--- src/sv/dhds_pkg.sv ---
// ----------------------------------------------------------------------------
// dhds_pkg
// Shared types and constants for the drive-hold-drive sequencer.
// ----------------------------------------------------------------------------
package dhds_pkg;

    // field widths
    localparam int SPEED_W  = 10;
    localparam int TICKS_W  = 13;
    localparam int YAW_W    = 15;
    localparam int WHEEL_W  = 16;
    localparam int TURN_W   = 9;
    localparam int COUNT_W  = 16;
    localparam int SETTLE_W = 8;
    localparam int CFG_IDX_W = 2;

    // stream packing
    localparam int S_TDATA_W = 48;
    localparam int S_TUSER_W = 2;
    localparam int M_TDATA_W = 24;

    // sequencing constants
    localparam int SETTLE_COUNT       = 6;
    localparam int HOLD_TIMEOUT_EXTRA = 120;
    localparam int STILL_SUM          = 30;
    localparam int SPEED_LIMIT        = 1000;
    localparam int TURN_LIMIT         = 250;
    localparam int YAW_HALF_TURN      = 11520;
    localparam int YAW_FULL_TURN      = 23040;

    // reset values of the configuration registers
    localparam logic [SPEED_W-1:0] CRUISE_SPEED_RST = SPEED_W'(600);
    localparam logic [TICKS_W-1:0] DRIVE_TICKS_RST  = TICKS_W'(600);
    localparam logic [TICKS_W-1:0] HOLD_TICKS_RST   = TICKS_W'(400);

    typedef enum logic [1:0] {
        PH_IDLE     = 2'd0,
        PH_DRIVE    = 2'd1,
        PH_HOLD     = 2'd2,
        PH_CONTINUE = 2'd3
    } phase_t;

    typedef enum logic [1:0] {
        OP_TICK    = 2'd0,
        OP_START   = 2'd1,
        OP_STOP    = 2'd2,
        OP_RESTART = 2'd3
    } op_t;

    typedef enum logic [CFG_IDX_W-1:0] {
        CFG_CRUISE_SPEED = 2'd0,
        CFG_DRIVE_TICKS  = 2'd1,
        CFG_HOLD_TICKS   = 2'd2,
        CFG_UNUSED       = 2'd3
    } cfg_idx_t;

endpackage

--- src/sv/drive_hold_drive_sequencer_top.sv ---
// ----------------------------------------------------------------------------
// drive_hold_drive_sequencer_top
// Event-driven drive / hold / drive sequencer with heading hold.
// ----------------------------------------------------------------------------
//
//  channel   direction  handshake                  payload
//  s_        in         s_tvalid / s_tready        event: op in tuser, rest in tdata
//  m_        out        m_tvalid / m_tready        held command and phase
//  cfg_      in         cfg_valid / cfg_ready      register index and write data
//
//  every event transfer yields exactly one result transfer
//  one event per cycle while the result register is empty or being drained: the whole update
//  is one pass of logic into the state registers, which double as the result register
//  m_tvalid is registered and rises in the cycle after the event transfer
//  s_tready stays high while the result register is empty or being drained
//  aresetn (synchronous, active low) clears the state and loads config defaults
//  cfg_ready is always high; writes take effect from the next event
//
module drive_hold_drive_sequencer_top (
    input  logic                               aclk,
    input  logic                               aresetn,
    // event input
    input  logic                               s_tvalid,
    output logic                               s_tready,
    // [0] kill, [15:1] yaw, [31:16] left_wheel_speed, [47:32] right_wheel_speed
    input  logic [dhds_pkg::S_TDATA_W-1:0]     s_tdata,
    // [1:0] operation
    input  logic [dhds_pkg::S_TUSER_W-1:0]     s_tuser,
    // result output
    output logic                               m_tvalid,
    input  logic                               m_tready,
    // [0] drive_active, [10:1] commanded_speed, [19:11] commanded_turn,
    // [21:20] phase, [23:22] zero
    output logic [dhds_pkg::M_TDATA_W-1:0]     m_tdata,
    // configuration writes
    input  logic                               cfg_valid,
    output logic                               cfg_ready,
    input  logic [dhds_pkg::CFG_IDX_W-1:0]     cfg_index,
    input  logic [dhds_pkg::TICKS_W-1:0]       cfg_data
);
    import dhds_pkg::*;

    // configuration registers
    logic [SPEED_W-1:0] cruise_speed_reg;
    logic [TICKS_W-1:0] drive_ticks_reg;
    logic [TICKS_W-1:0] hold_ticks_reg;

    // sequencer state
    phase_t                     phase_reg,   phase_next;
    logic [COUNT_W-1:0]         count_reg,   count_next;
    logic signed [YAW_W-1:0]    target_reg,  target_next;
    logic [SETTLE_W-1:0]        settle_reg,  settle_next;
    logic                       active_reg,  active_next;
    logic [SPEED_W-1:0]         speed_reg,   speed_next;
    logic signed [TURN_W-1:0]   turn_reg,    turn_next;
    logic                       m_valid_reg;

    // unpacked event fields
    op_t                     op;
    logic                    kill;
    logic signed [YAW_W-1:0] yaw;
    logic signed [WHEEL_W-1:0] left_wheel;
    logic signed [WHEEL_W-1:0] right_wheel;

    logic                    s_xfer;
    logic                    cfg_xfer;

    // per-tick helpers
    logic [COUNT_W-1:0]      count_inc;
    logic [WHEEL_W:0]        left_abs;
    logic [WHEEL_W:0]        right_abs;
    logic [WHEEL_W+1:0]      wheel_sum;
    logic                    wheels_still;
    logic [SETTLE_W-1:0]     settle_upd;
    logic [TICKS_W:0]        hold_limit;
    logic [SPEED_W-1:0]      speed_sat;
    logic signed [TURN_W-1:0] tick_turn;

    assign op          = op_t'(s_tuser[1:0]);
    assign kill        = s_tdata[0];
    assign yaw         = s_tdata[15:1];
    assign left_wheel  = s_tdata[31:16];
    assign right_wheel = s_tdata[47:32];

    // result register drains in the same cycle a new event lands
    assign s_tready  = !m_valid_reg || m_tready;
    assign s_xfer    = s_tvalid && s_tready;
    assign cfg_ready = 1'b1;
    assign cfg_xfer  = cfg_valid && cfg_ready;

    // heading-hold turn against the locked target
    dhds_heading u_heading (
        .yaw            (yaw),
        .heading_target (target_reg),
        .turn           (tick_turn)
    );

    // configuration writes; an index past the list is ignored
    always_ff @(posedge aclk) begin
        if (!aresetn) begin
            cruise_speed_reg <= CRUISE_SPEED_RST;
            drive_ticks_reg  <= DRIVE_TICKS_RST;
            hold_ticks_reg   <= HOLD_TICKS_RST;
        end else if (cfg_xfer) begin
            unique case (cfg_idx_t'(cfg_index))
                CFG_CRUISE_SPEED: cruise_speed_reg <= cfg_data[SPEED_W-1:0];
                CFG_DRIVE_TICKS:  drive_ticks_reg  <= cfg_data;
                CFG_HOLD_TICKS:   hold_ticks_reg   <= cfg_data;
                default: begin
                end
            endcase
        end
    end

    // helper arithmetic for a tick
    always_comb begin
        count_inc = (count_reg == '1) ? count_reg : count_reg + 1'b1;

        if (left_wheel < 0) begin
            left_abs = -{left_wheel[WHEEL_W-1], left_wheel};
        end else begin
            left_abs = {1'b0, left_wheel};
        end
        if (right_wheel < 0) begin
            right_abs = -{right_wheel[WHEEL_W-1], right_wheel};
        end else begin
            right_abs = {1'b0, right_wheel};
        end
        wheel_sum    = {1'b0, left_abs} + {1'b0, right_abs};
        wheels_still = wheel_sum <= (WHEEL_W+2)'(STILL_SUM);

        if (!wheels_still) begin
            settle_upd = '0;
        end else if (settle_reg == '1) begin
            settle_upd = settle_reg;
        end else begin
            settle_upd = settle_reg + 1'b1;
        end

        hold_limit = {1'b0, hold_ticks_reg} + (TICKS_W+1)'(HOLD_TIMEOUT_EXTRA);

        speed_sat = (cruise_speed_reg > SPEED_W'(SPEED_LIMIT)) ? SPEED_W'(SPEED_LIMIT)
                                                               : cruise_speed_reg;
    end

    // next-state logic for one event
    always_comb begin
        phase_next  = phase_reg;
        count_next  = count_reg;
        target_next = target_reg;
        settle_next = settle_reg;
        active_next = active_reg;
        speed_next  = speed_reg;
        turn_next   = turn_reg;

        unique case (op)
            OP_TICK: begin
                // killed or idle ticks freeze everything
                if (!kill && phase_reg != PH_IDLE) begin
                    count_next = count_inc;
                    if (phase_reg == PH_DRIVE &&
                        (drive_ticks_reg == '0 ||
                         count_inc >= COUNT_W'(drive_ticks_reg))) begin
                        phase_next  = PH_HOLD;
                        count_next  = '0;
                        settle_next = '0;
                    end else if (phase_reg == PH_HOLD && hold_ticks_reg == '0) begin
                        // zero hold length goes straight on
                        phase_next = PH_CONTINUE;
                        count_next = '0;
                    end else if (phase_reg == PH_HOLD) begin
                        settle_next = settle_upd;
                        if (count_inc >= COUNT_W'(hold_ticks_reg) &&
                            (settle_upd >= SETTLE_W'(SETTLE_COUNT) ||
                             count_inc >= COUNT_W'(hold_limit))) begin
                            phase_next = PH_CONTINUE;
                            count_next = '0;
                        end
                    end

                    active_next = 1'b1;
                    if (phase_next == PH_DRIVE || phase_next == PH_CONTINUE) begin
                        speed_next = speed_sat;
                        turn_next  = tick_turn;
                    end else begin
                        speed_next = '0;
                        turn_next  = '0;
                    end
                end
            end
            OP_START: begin
                // error is zero on the locked heading
                phase_next  = PH_DRIVE;
                count_next  = '0;
                target_next = yaw;
                settle_next = '0;
                active_next = 1'b1;
                speed_next  = speed_sat;
                turn_next   = '0;
            end
            OP_STOP: begin
                // heading target is kept
                phase_next  = PH_IDLE;
                count_next  = '0;
                settle_next = '0;
                active_next = 1'b0;
                speed_next  = '0;
                turn_next   = '0;
            end
            OP_RESTART: begin
                // held command and settle count stay as they are
                phase_next  = PH_DRIVE;
                count_next  = '0;
                target_next = yaw;
            end
            default: begin
            end
        endcase
    end

    // state registers, which also form the result register
    always_ff @(posedge aclk) begin
        if (!aresetn) begin
            phase_reg   <= PH_IDLE;
            count_reg   <= '0;
            target_reg  <= '0;
            settle_reg  <= '0;
            active_reg  <= 1'b0;
            speed_reg   <= '0;
            turn_reg    <= '0;
            m_valid_reg <= 1'b0;
        end else begin
            if (s_xfer) begin
                phase_reg  <= phase_next;
                count_reg  <= count_next;
                target_reg <= target_next;
                settle_reg <= settle_next;
                active_reg <= active_next;
                speed_reg  <= speed_next;
                turn_reg   <= turn_next;
            end
            if (s_xfer) begin
                m_valid_reg <= 1'b1;
            end else if (m_tready) begin
                m_valid_reg <= 1'b0;
            end
        end
    end

    assign m_tvalid = m_valid_reg;
    assign m_tdata  = {2'b00, phase_reg, turn_reg, speed_reg, active_reg};

endmodule

--- src/sv/dhds_heading.sv ---
// ----------------------------------------------------------------------------
// dhds_heading
// Heading-hold turn: wrapped yaw error times -17/128, truncated, clamped.
// ----------------------------------------------------------------------------
module dhds_heading (
    input  logic signed [dhds_pkg::YAW_W-1:0]  yaw,
    input  logic signed [dhds_pkg::YAW_W-1:0]  heading_target,
    output logic signed [dhds_pkg::TURN_W-1:0] turn
);
    import dhds_pkg::*;

    logic signed [YAW_W+1:0] err_raw;
    logic signed [YAW_W+1:0] err_wrap;
    logic        [YAW_W-2:0] err_mag;
    logic        [YAW_W+2:0] prod;
    logic        [YAW_W-5:0] quot;
    logic        [TURN_W-2:0] mag_clamped;

    // one wrap step is enough for any pair of 15 bit angles
    always_comb begin
        err_raw = {{2{yaw[YAW_W-1]}}, yaw} - {{2{heading_target[YAW_W-1]}}, heading_target};
        if (err_raw > YAW_HALF_TURN) begin
            err_wrap = err_raw - (YAW_W+2)'(YAW_FULL_TURN);
        end else if (err_raw <= -YAW_HALF_TURN) begin
            err_wrap = err_raw + (YAW_W+2)'(YAW_FULL_TURN);
        end else begin
            err_wrap = err_raw;
        end
    end

    // work on the magnitude so the shift truncates toward zero
    always_comb begin
        if (err_wrap < 0) begin
            err_mag = (YAW_W-1)'(-err_wrap);
        end else begin
            err_mag = (YAW_W-1)'(err_wrap);
        end
        prod = ({4'b0, err_mag} << 4) + {4'b0, err_mag};
        quot = prod[YAW_W+2:7];
        if (quot > (YAW_W-4)'(TURN_LIMIT)) begin
            mag_clamped = (TURN_W-1)'(TURN_LIMIT);
        end else begin
            mag_clamped = quot[TURN_W-2:0];
        end
        // turn opposes the error
        if (err_wrap < 0) begin
            turn = signed'({1'b0, mag_clamped});
        end else begin
            turn = -signed'({1'b0, mag_clamped});
        end
    end

endmodule

--- config.mk ---
export PLATFORM = sky130hd
export DESIGN_NAME = drive_hold_drive_sequencer_top
export DESIGN_NICKNAME = d
export VERILOG_FILES = /design/src/sv/dhds_pkg.sv /design/src/sv/drive_hold_drive_sequencer_top.sv /design/src/sv/dhds_heading.sv
export SDC_FILE = /design/constraint.sdc
export NUM_CORES = 1
export LEC_CHECK = 0
export BUFFER_PORTS_ARGS = -buffer_cell sky130_fd_sc_hd__buf_2
export CORE_ASPECT_RATIO = 1.5
export CORE_UTILIZATION = 61
export DETAILED_ROUTE_END_ITERATION = 10
export GPL_TIMING_DRIVEN = 0
export PLACE_DENSITY = 0.82
export SLEW_MARGIN = 10
export SYNTH_ARGS = -nofsm -noshare
export SYNTH_HDL_FRONTEND = slang
export SYNTH_SLANG_ARGS = --single-unit
--- constraint.sdc ---
create_clock -name aclk -period 13.7 [get_ports aclk]
set_clock_uncertainty 0.1 [all_clocks]
set_input_delay 1.37 -clock aclk [delete_from_list [all_inputs] [get_ports aclk]]
set_output_delay 1.37 -clock aclk [all_outputs]
set_load 0.01 [all_outputs]
**Word-level counts from Yosys, hierarchy flattened**

Index checks and enable logic that the tools add are counted.
W data, S select, Z words.

- Add/sub/neg operators: 12
- $lt $le $gt $ge: 12
- Eq/ne operators: 14
- Multiplexer cells: 40
- Reduce and logical (&&, ||, !) cells: 30

Operator list:

| cell | count |
|---|---|
| $mux W16 | 6 |
| $mux W17 | 4 |
| $mux W8 | 7 |
| $neg A17 Y17 | 2 |
| $ge A16 B13 Y1 | 2 |
| $lt A16 B1 Y1 const B | 2 |
| $pmux W16 S2 | 1 |
| $mux W10 | 3 |
| $pmux W10 S3 | 1 |
| $mux W9 | 3 |
| $logic_not A13 Y1 | 2 |
| $add A17 B17 Y18 | 1 |
| $add A18 B14 Y18 | 1 |
| $le A18 B5 Y1 const B | 1 |
| $pmux W9 S2 | 1 |
| $add A16 B16 Y17 const B | 1 |
| $lt A17 B1 Y1 const B | 1 |
| $sub A16 B16 Y17 const B | 1 |
| $add A16 B1 Y16 const B | 1 |
| $eq A16 B16 Y1 const B | 1 |
| $ge A16 B14 Y1 | 1 |
| $gt A16 B15 Y1 const B | 1 |
| $le A16 B15 Y1 const B | 1 |
| $pmux W8 S2 | 1 |
| 29 further kinds | 62 |

- Register bits after elaboration: 98
- Input port bits: 70
- Output and inout port bits: 27
- Logic and storage cells: 119

**Logic depth before layout (Yosys ltp)**

Gate-level depths: netlist of run 1.

- Word-level depth: 19
- Depth in mapped cells: 35
- Gate-level depth less buffers: 32

**Cells and area by module**

A second synthesis of run 1 with hierarchy kept.

- Cells, all modules: 1269
- Area, all modules: 9629.2 um^2

Modules (own cells, without submodules):

| module | times used | cells each | area each (um^2) | sequential area each (um^2) |
|---|---|---|---|---|
| drive_hold_drive_sequencer_top | 1 | 885 | 6956.7 | 1961.9 |
| dhds_heading | 1 | 384 | 2672.6 | 0.0 |

**Least setup slack after synthesis of run 1**

Ideal clock, no wire load.

- Kind: in2reg
- Start point: input s_tdata[1] (netlist bit)
- End point: register turn_reg[6]
- Setup time: 0.122 ns
- Arrival time: 7.672 ns
- Required time: 13.478 ns
- Slack: 5.806 ns
- Stages on the path: 33
- Buffers on the path: 3
- Cells stage by stage: inv_1 ha_1 fa_1 nand2b_1 a21boi_2 o21ai_2 or4_4 o2111ai_1 nand2_1 a211o_1 nand2_1 clkbuf_1 nand2_1 xnor2_1 ha_1 nand2_1 nor2_1 nand2_1 nor3_1 o31ai_2 nand2_2 a21o_1 and4_1 or3_1 buf_2 and4_1 buf_2 nor3_1 ha_1 nand3_1 nor3_1 mux2_2 a221o_1

- Word-level cells in the longest chain between the ends: 14
- Elaborated cells on any way between the ends: 18
- Those cells by class: add/sub (6); order compare (4); mux (8)

RTL lines:

| element | RTL line | source |
|---|---|---|
| start, declared | drive_hold_drive_sequencer_top.sv:26 | `input logic [dhds_pkg::S_TDATA_W-1:0] s_tdata,` |
| $sub A15 B15 Y16 (*) | dhds_heading.sv:21 | `err_raw = {{2{yaw[YAW_W-1]}}, yaw} - {{2{heading_target[YAW_W-1]}}, heading_target};` |
| $add A16 B16 Y17 or $le A16 B15 Y1 (tied branches) | dhds_heading.sv:25, dhds_heading.sv:24 |  |
| $mux W17 | dhds_heading.sv:24 | `end else if (err_raw <= -YAW_HALF_TURN) begin` |
| $mux W17 (*) | dhds_heading.sv:22 | `if (err_raw > YAW_HALF_TURN) begin` |
| $neg A14 Y14 or $lt A17 B1 Y1 (tied branches) | dhds_heading.sv:34, dhds_heading.sv:33, dhds_heading.sv:46 |  |
| $mux W14 | dhds_heading.sv:33 | `if (err_wrap < 0) begin` |
| $add A18 B14 Y18 | dhds_heading.sv:38 | `prod = ({4'b0, err_mag} << 4) + {4'b0, err_mag};` |
| $gt A11 B8 Y1 | dhds_heading.sv:40 | `if (quot > (YAW_W-4)'(TURN_LIMIT)) begin` |
| $mux W8 | dhds_heading.sv:40 |  |
| $neg A8 Y9 | dhds_heading.sv:49 | `turn = -signed'({1'b0, mag_clamped});` |
| $mux W9 (*) | dhds_heading.sv:46 | `if (err_wrap < 0) begin` |
| $mux W9 (*) | drive_hold_drive_sequencer_top.sv:182 | `if (phase_next == PH_DRIVE \|\| phase_next == PH_CONTINUE) begin` |
| $mux W9 (*) | drive_hold_drive_sequencer_top.sv:159 | `if (!kill && phase_reg != PH_IDLE) begin` |
| $pmux W9 S2 (*) | drive_hold_drive_sequencer_top.sv:156 | `unique case (op)` |
| end signal, assigned | drive_hold_drive_sequencer_top.sv:240 | `turn_reg <= turn_next;` |
| end, declared | drive_hold_drive_sequencer_top.sv:55 | `logic signed [TURN_W-1:0] turn_reg, turn_next;` |

Every way passes the cells marked *; elsewhere a longest branch is shown, timed or not. The select of a mux whose other input is x is not followed.
A chain may end at the register's enable or synchronous reset.

**Worst setup path after layout of run 1**

Same ends and word-level chain as after synthesis.

==> results of run 1 <==
==> per-layer routing <==
metal	global-route usage, %	part of all wire (%)	wire (um)
met1	32.93	38	8999
met2	60.78	54	12840
met3	3.486	4.1	970
met4	16.81	4.6	1088
met5	0	0	0
==> critical path, delay by kind of cell <==
family,cells,cell delay [ns]
AND/OR/NAND/NOR,13,2.27
AO/OA/AOI/OAI,9,2.22
adder cells (fa/ha/maj),4,1.15
buffers and inverters,5,0.92
XOR/XNOR,2,0.57
multiplexers,1,0.37
==> cells in the final DEF, fill, tap and decap left out, drive strengths merged, types with 15 or more instances in the layout <==
| cell | synthesis | final |
|---|---|---|
| nand2 | 173 | 173 |
| buf | 11 | 104 |
| dfxtp | 98 | 98 |
| ha | 92 | 92 |
| inv | 78 | 82 |
| nor2 | 75 | 75 |
| xnor2 | 69 | 69 |
| a21boi | 50 | 50 |
| o21ai | 46 | 46 |
| a21oi | 43 | 43 |
| clkbuf | 30 | 39 |
| nand3 | 37 | 37 |
| nor3 | 26 | 26 |
| nor2b | 21 | 21 |
| a21o | 21 | 21 |
| o31ai | 21 | 21 |
| a22oi | 16 | 16 |
| o21a | 16 | 16 |
| xor2 | 15 | 15 |
| and3 | 15 | 15 |
| a211oi | 15 | 15 |
| o211ai | 15 | 15 |
==> worst max path at each step <==
stage,startpoint,to,slack (ns)
3_5_place_dp,s_tdata[1],turn_reg[6],4.66
5_1_grt,s_tdata[1],turn_reg[6],4.35
4_1_cts,s_tdata[1],turn_reg[6],5.03
6_report,s_tdata[1],turn_reg[6],4.94
3_3_place_gp,s_tdata[1],turn_reg[6],4.67
2_1_floorplan,s_tdata[1],turn_reg[6],5.81
==> kinds of logic (layout without fill, tap and decap cells) <==
| logic type | count (synthesis) | in the layout | synth area share (%) |
|---|---|---|---|
| fa+ha+maj | 94 | 94 | 13.10 |
| mux | 9 | 9 | 1.059 |
| buf+inv | 120 | 229 | 5.228 |
| compound gates | 333 | 333 | 26.86 |
| flops | 98 | 98 | 21.57 |
| simple gates | 446 | 446 | 24.01 |
| other cells | 2 | 5 | 0.08258 |
| xor+xnor | 84 | 84 | 8.090 |
==> layout make-up <==
type | instances | area, um^2
Multi-Input combinational cell | 971 | 6668
Fill cell | 1223 | 4392
Sequential cell | 98 | 1962
Timing Repair Buffer | 93 | 465.4
Inverter | 79 | 297.8
Tap cell | 196 | 245.2
Clock buffer | 9 | 225.2
Buffer | 41 | 177.7
Clock inverter | 7 | 93.84
==> stage by stage <==
stage	worst slack [ns]	utilization (%)	instances	cell area, um^2	hold WS [ns]
CTS	5.035	69.77	1494	10130	0.3660
floorplan	5.806	-	1189	9105	0.3435
global placement	4.667	67.57	1478	9816	0.3360
global route	4.350	69.77	1494	10130	0.3900
detailed placement	4.662	67.57	1478	9816	0.3488
finish	4.937	69.77	1494	10130	0.3565
==> power groups by stage <==
stage | Combinational, uW | Sequential, uW | Clock (uW)
floorplan | 632 | 303 | 0
detailed placement | 790 | 305 | 0
global placement | 775 | 304 | 0
global route | 898 | 299 | 292
CTS | 797 | 298 | 281
finish | 806 | 298 | 280
==> flow_metrics.env, run 1 <==
export IMPL_crit_type="in2reg"
export IMPL_hp_start="turn_reg[1]"
export IMPL_max_slew_margin_pct=36.13
export IMPL_grt_pass1_vias=8581
export IMPL_yosys_warnings=0
export IMPL_p_per_area_nw_per_um2=136.5
export IMPL_vias=9054
export IMPL_place_gp_congestion=0.9681
export IMPL_cts_sinks=98
export IMPL_dp_hpwl_mm=18.85
export IMPL_grt_setup_unrepaired="no"
export IMPL_post_route_min_period_ns=8.763
export IMPL_largest_reg_flops=16
export IMPL_slowest_stage="clkbuf_1"
export IMPL_io_pin_count=97
export IMPL_row_count=54
export IMPL_drt_iter0_drc=402
export IMPL_syn2layout_area_growth_pct=11.45
export IMPL_ir_drop_mv=0.1186
export IMPL_crit_top_cell="nand2_1"
export IMPL_clockBufferDepth=2
export IMPL_clk_latency_ns=0.36
export IMPL_cts_htree_levels=3
export IMPL_die_h_um=151.5
export IMPL_cts_setup_buffers=0
export IMPL_p_leak_uw=0.004209
export IMPL_rr_startpoint="target_reg[0]"
export IMPL_yosysTopAreaCell="dfxtp_1"
export IMPL_ys_flop_type="dfxtp_1"
export IMPL_grt_start_max_net_pins=20
export IMPL_cts_tree="done"
export IMPL_fmax_mhz=114.1
export IMPL_cts_root_buf="clkbuf_16"
export IMPL_clkTransAtPathRegs_ns=0.09
export IMPL_netlist_area_um2=9094
export IMPL_pwr_share_clk_pct=20.2
export IMPL_synth_cell_type_count=86
export IMPL_critPathCaptureType="register"
export IMPL_fin_crit_sh_pct=63.96
export IMPL_swShare_pct=45.56
export IMPL_grt_remaining_overflow=0
export IMPL_p_seq_share_pct=21.6
export IMPL_ant_nets=0
export IMPL_yosysTopAreaCellShare_pct=21.57
export IMPL_r2r_end="turn_reg[6]"
export IMPL_antenna_cells=0
export IMPL_slew_viol_final=0
export IMPL_start_util_pct=62.60
export IMPL_drv_cap=0
export IMPL_synthTopCellsByArea="dfxtp_1 22%, ha_1 13%, nand2_1 7.1%"
export IMPL_numCtsBuffers=9
export IMPL_hold_path_class="reg2reg"
export IMPL_layout_drive_gt1_share_pct=12.02
export IMPL_reg2reg_setup_slack_ns=5.74
export IMPL_synth_avg_cell_area_um2=7.668
export IMPL_core_um2=14530
export IMPL_finalSetupViolations=0
export IMPL_grtUsageTotal_pct=31.63
export IMPL_yosys_cell_count_top_type="nand2_1"
export IMPL_worstPathRequired_ns=13.86
export IMPL_antenna_found_initial=0
export IMPL_power_uw=1384
export IMPL_drc_errors=0
export IMPL_grt_pass1_wl_mm=38.72
export IMPL_worstMarginPinSlew_ns=0.9560
export IMPL_cp_max_fo=10
export IMPL_ys_ff_latch=98
export IMPL_finalHoldViolCount=0
export IMPL_cp_arrival_ns=8.92
export IMPL_synth_edf_count=0
export IMPL_cts_resized=0
export IMPL_die_width_um=101.7
export IMPL_pwr_share_comb_pct=58.2
export IMPL_p_int_uw=753.2
export IMPL_drt_wl_total_mm=23.89
export IMPL_dieArea_um2=15410
export IMPL_critPathLaunchType="primary input"
export IMPL_post_drt_wl_per_cell_um=15.99
export IMPL_drt_first_pass_iters=5
export IMPL_power_switching_uw=630.4
export IMPL_hold_path_end="turn_reg[1]"
export IMPL_layout_nets=1457
export IMPL_status="finished clean"
export IMPL_hold_path_depth=2
export IMPL_r2r_cells=32
export IMPL_synth_common_cells="171 x nand2_1, 98 x dfxtp_1, 92 x ha_1"
export IMPL_tns_ns=0
export IMPL_ys_seq_area_share_pct=21.57
export IMPL_syn_instance_count=1186
export IMPL_cp_slowest_stage_delay_ns=0.46
export IMPL_viasPerCell=6.060
export IMPL_portBuffers=93
export IMPL_async_flop_share_pct=0
export IMPL_hold_buffers=0
Note: power is estimated with default switching activity, not from simulation.
==> run 2: changes to the inputs <==
==> constraint.sdc (replaced) <==
create_clock -name aclk -period 8.8 [get_ports aclk]
set_clock_uncertainty 0.1 [all_clocks]
set_input_delay 0.88 -clock aclk [delete_from_list [all_inputs] [get_ports aclk]]
set_output_delay 0.88 -clock aclk [all_outputs]
set_load 0.01 [all_outputs]
==> run 2 against run 1 <==
Against the previous run:
- count of clock-buffer cells in the layout is the same
- final area hardly changed
- global-route usage unchanged
- non-clock buffer count down 1
- die area is the same
- sequential share of layout area about the same
- critical path depth fell by 1
- combinational power up 55%
- sequential power grew 56%
- highest routed layer unchanged
==> flow_metrics.env, run 2 (synthesized netlist as in run 1, its figures left out) <==
export IMPL_tns_ns=0
export IMPL_io_pin_count=97
export IMPL_p_per_area_nw_per_um2=212.3
export IMPL_numCtsBuffers=9
export IMPL_clk_latency_ns=0.36
export IMPL_layout_drive_gt1_share_pct=12.03
export IMPL_slowest_stage="nand2_1"
export IMPL_ant_nets=0
export IMPL_dp_hpwl_mm=18.85
export IMPL_dieArea_um2=15410
export IMPL_critPathCaptureType="register"
export IMPL_drc_errors=0
export IMPL_crit_type="in2reg"
export IMPL_die_width_um=101.7
export IMPL_place_gp_congestion=0.9681
export IMPL_cts_resized=0
export IMPL_largest_reg_flops=16
export IMPL_critPathLaunchType="primary input"
export IMPL_worstMarginPinSlew_ns=0.9466
export IMPL_r2r_cells=31
export IMPL_reg2reg_setup_slack_ns=1.13
export IMPL_grtUsageTotal_pct=31.63
export IMPL_fmax_mhz=125.2
export IMPL_cp_arrival_ns=8.15
export IMPL_cts_root_buf="clkbuf_16"
export IMPL_grt_setup_unrepaired="no"
export IMPL_viasPerCell=6.059
export IMPL_cp_slowest_stage_delay_ns=0.46
export IMPL_post_drt_wl_per_cell_um=15.97
export IMPL_grt_pass1_vias=8581
export IMPL_cts_sinks=98
export IMPL_layout_nets=1456
export IMPL_vias=9046
export IMPL_r2r_end="turn_reg[6]"
export IMPL_status="finished clean"
export IMPL_die_h_um=151.5
export IMPL_hold_buffers=0
export IMPL_start_util_pct=62.60
export IMPL_slew_viol_final=0
export IMPL_power_uw=2151
export IMPL_fin_crit_sh_pct=90.75
export IMPL_clkTransAtPathRegs_ns=0.09
export IMPL_holdWs_ns=0.3566
export IMPL_drt_wl_total_mm=23.85
export IMPL_antenna_found_initial=0
export IMPL_final_common_cell="nand2_1"
export IMPL_startpoint="s_tdata[1]"
export IMPL_grt_start_max_net_pins=20
export IMPL_cp_max_fo=16
export IMPL_crit_top_cell="nand2_1"
export IMPL_core_um2=14530
export IMPL_hold_path_class="reg2reg"
export IMPL_p_leak_uw=0.004208
export IMPL_drt_first_pass_iters=5
export IMPL_most_common_layout_cells="171 x nand2_1, 98 x dfxtp_1, 97 x buf_2"
export IMPL_grt_pass1_wl_mm=38.72
export IMPL_clockBufferDepth=2
export IMPL_grt_remaining_overflow=0
export IMPL_cts_tree="done"
export IMPL_finalSetupViolations=0
export IMPL_cts_htree_levels=3
export IMPL_antenna_cells=0
export IMPL_final_util_pct=69.74
export IMPL_max_slew_margin_pct=36.76
export IMPL_drt_iter0_drc=416
export IMPL_ir_drop_mv=0.1847
export IMPL_worstSetupEndpoint="turn_reg[6]"
export IMPL_drv_cap=0
export IMPL_cts_setup_buffers=0
export IMPL_row_count=54
export IMPL_worstPathRequired_ns=8.96
export IMPL_rr_startpoint="target_reg[0]"
export IMPL_post_route_min_period_ns=7.986
export IMPL_portBuffers=93
export IMPL_finalHoldViolCount=0
export IMPL_syn2layout_area_growth_pct=11.41
## run 2: cell types whose count changed in the layout (fill, tap and decap cells not counted)
cell,previous run,this run
clkbuf_1,30,29
## run 2: worst min-delay path by stage
stage / from / to / slack, ns / cells after the start
final: turn_reg[1] / turn_reg[1] / 0.36 / 2
after global routing: turn_reg[1] / turn_reg[1] / 0.39 / 2
after CTS: turn_reg[1] / turn_reg[1] / 0.37 / 2
after detailed placement: turn_reg[1] / turn_reg[1] / 0.35 / 2
after global placement: turn_reg[1] / turn_reg[1] / 0.34 / 2
after floorplan: drive_ticks_reg[12] / drive_ticks_reg[12] / 0.34 / 2
## run 2: layer usage
metal	up-vias	track usage, %	part of all wire [%]
met1	4244	32.93	38
met5	-	0	0
met3	87	3.486	3.9
li1	4484	-	-
met4	0	16.81	4.4
met2	231	60.78	54
## run 2: worst max-delay path, delay by kind of cell
| family | cells | cell delay [ns] |
|---|---|---|
| AOI/OAI and AO/OA | 9 | 2.22 |
| xor gates and xnor gates | 2 | 0.57 |
| adders and majority gates | 4 | 1.15 |
| buffers and inverters | 4 | 0.46 |
| muxes | 1 | 0.37 |
| and+or+nand+nor | 13 | 2.44 |
## run 2: through the flow
step	setup WS (ns)	cell area, um^2	instances
final	0.8138	10130	1493
after global routing	0.1264	10130	1493
after CTS	0.6248	10130	1494
after detailed placement	0.2519	9816	1478
after global placement	0.2573	9816	1478
after floorplan	1.396	9105	1189
## run 2: cell type report
class | instances | area (um^2)
Buffer | 40 | 173.9
Clock buffer | 9 | 225.2
Clock inverter | 7 | 93.84
Fill cell | 1225 | 4395
Inverter | 79 | 297.8
Multi-Input combinational cell | 971 | 6668
Sequential cell | 98 | 1962
Tap cell | 196 | 245.2
Timing Repair Buffer | 93 | 465.4
## run 2: where the power goes
group	switching [uW]	internal, uW
Sequential	9.26	455
Combinational	764	488
Clock	206	230
Total	979	1170
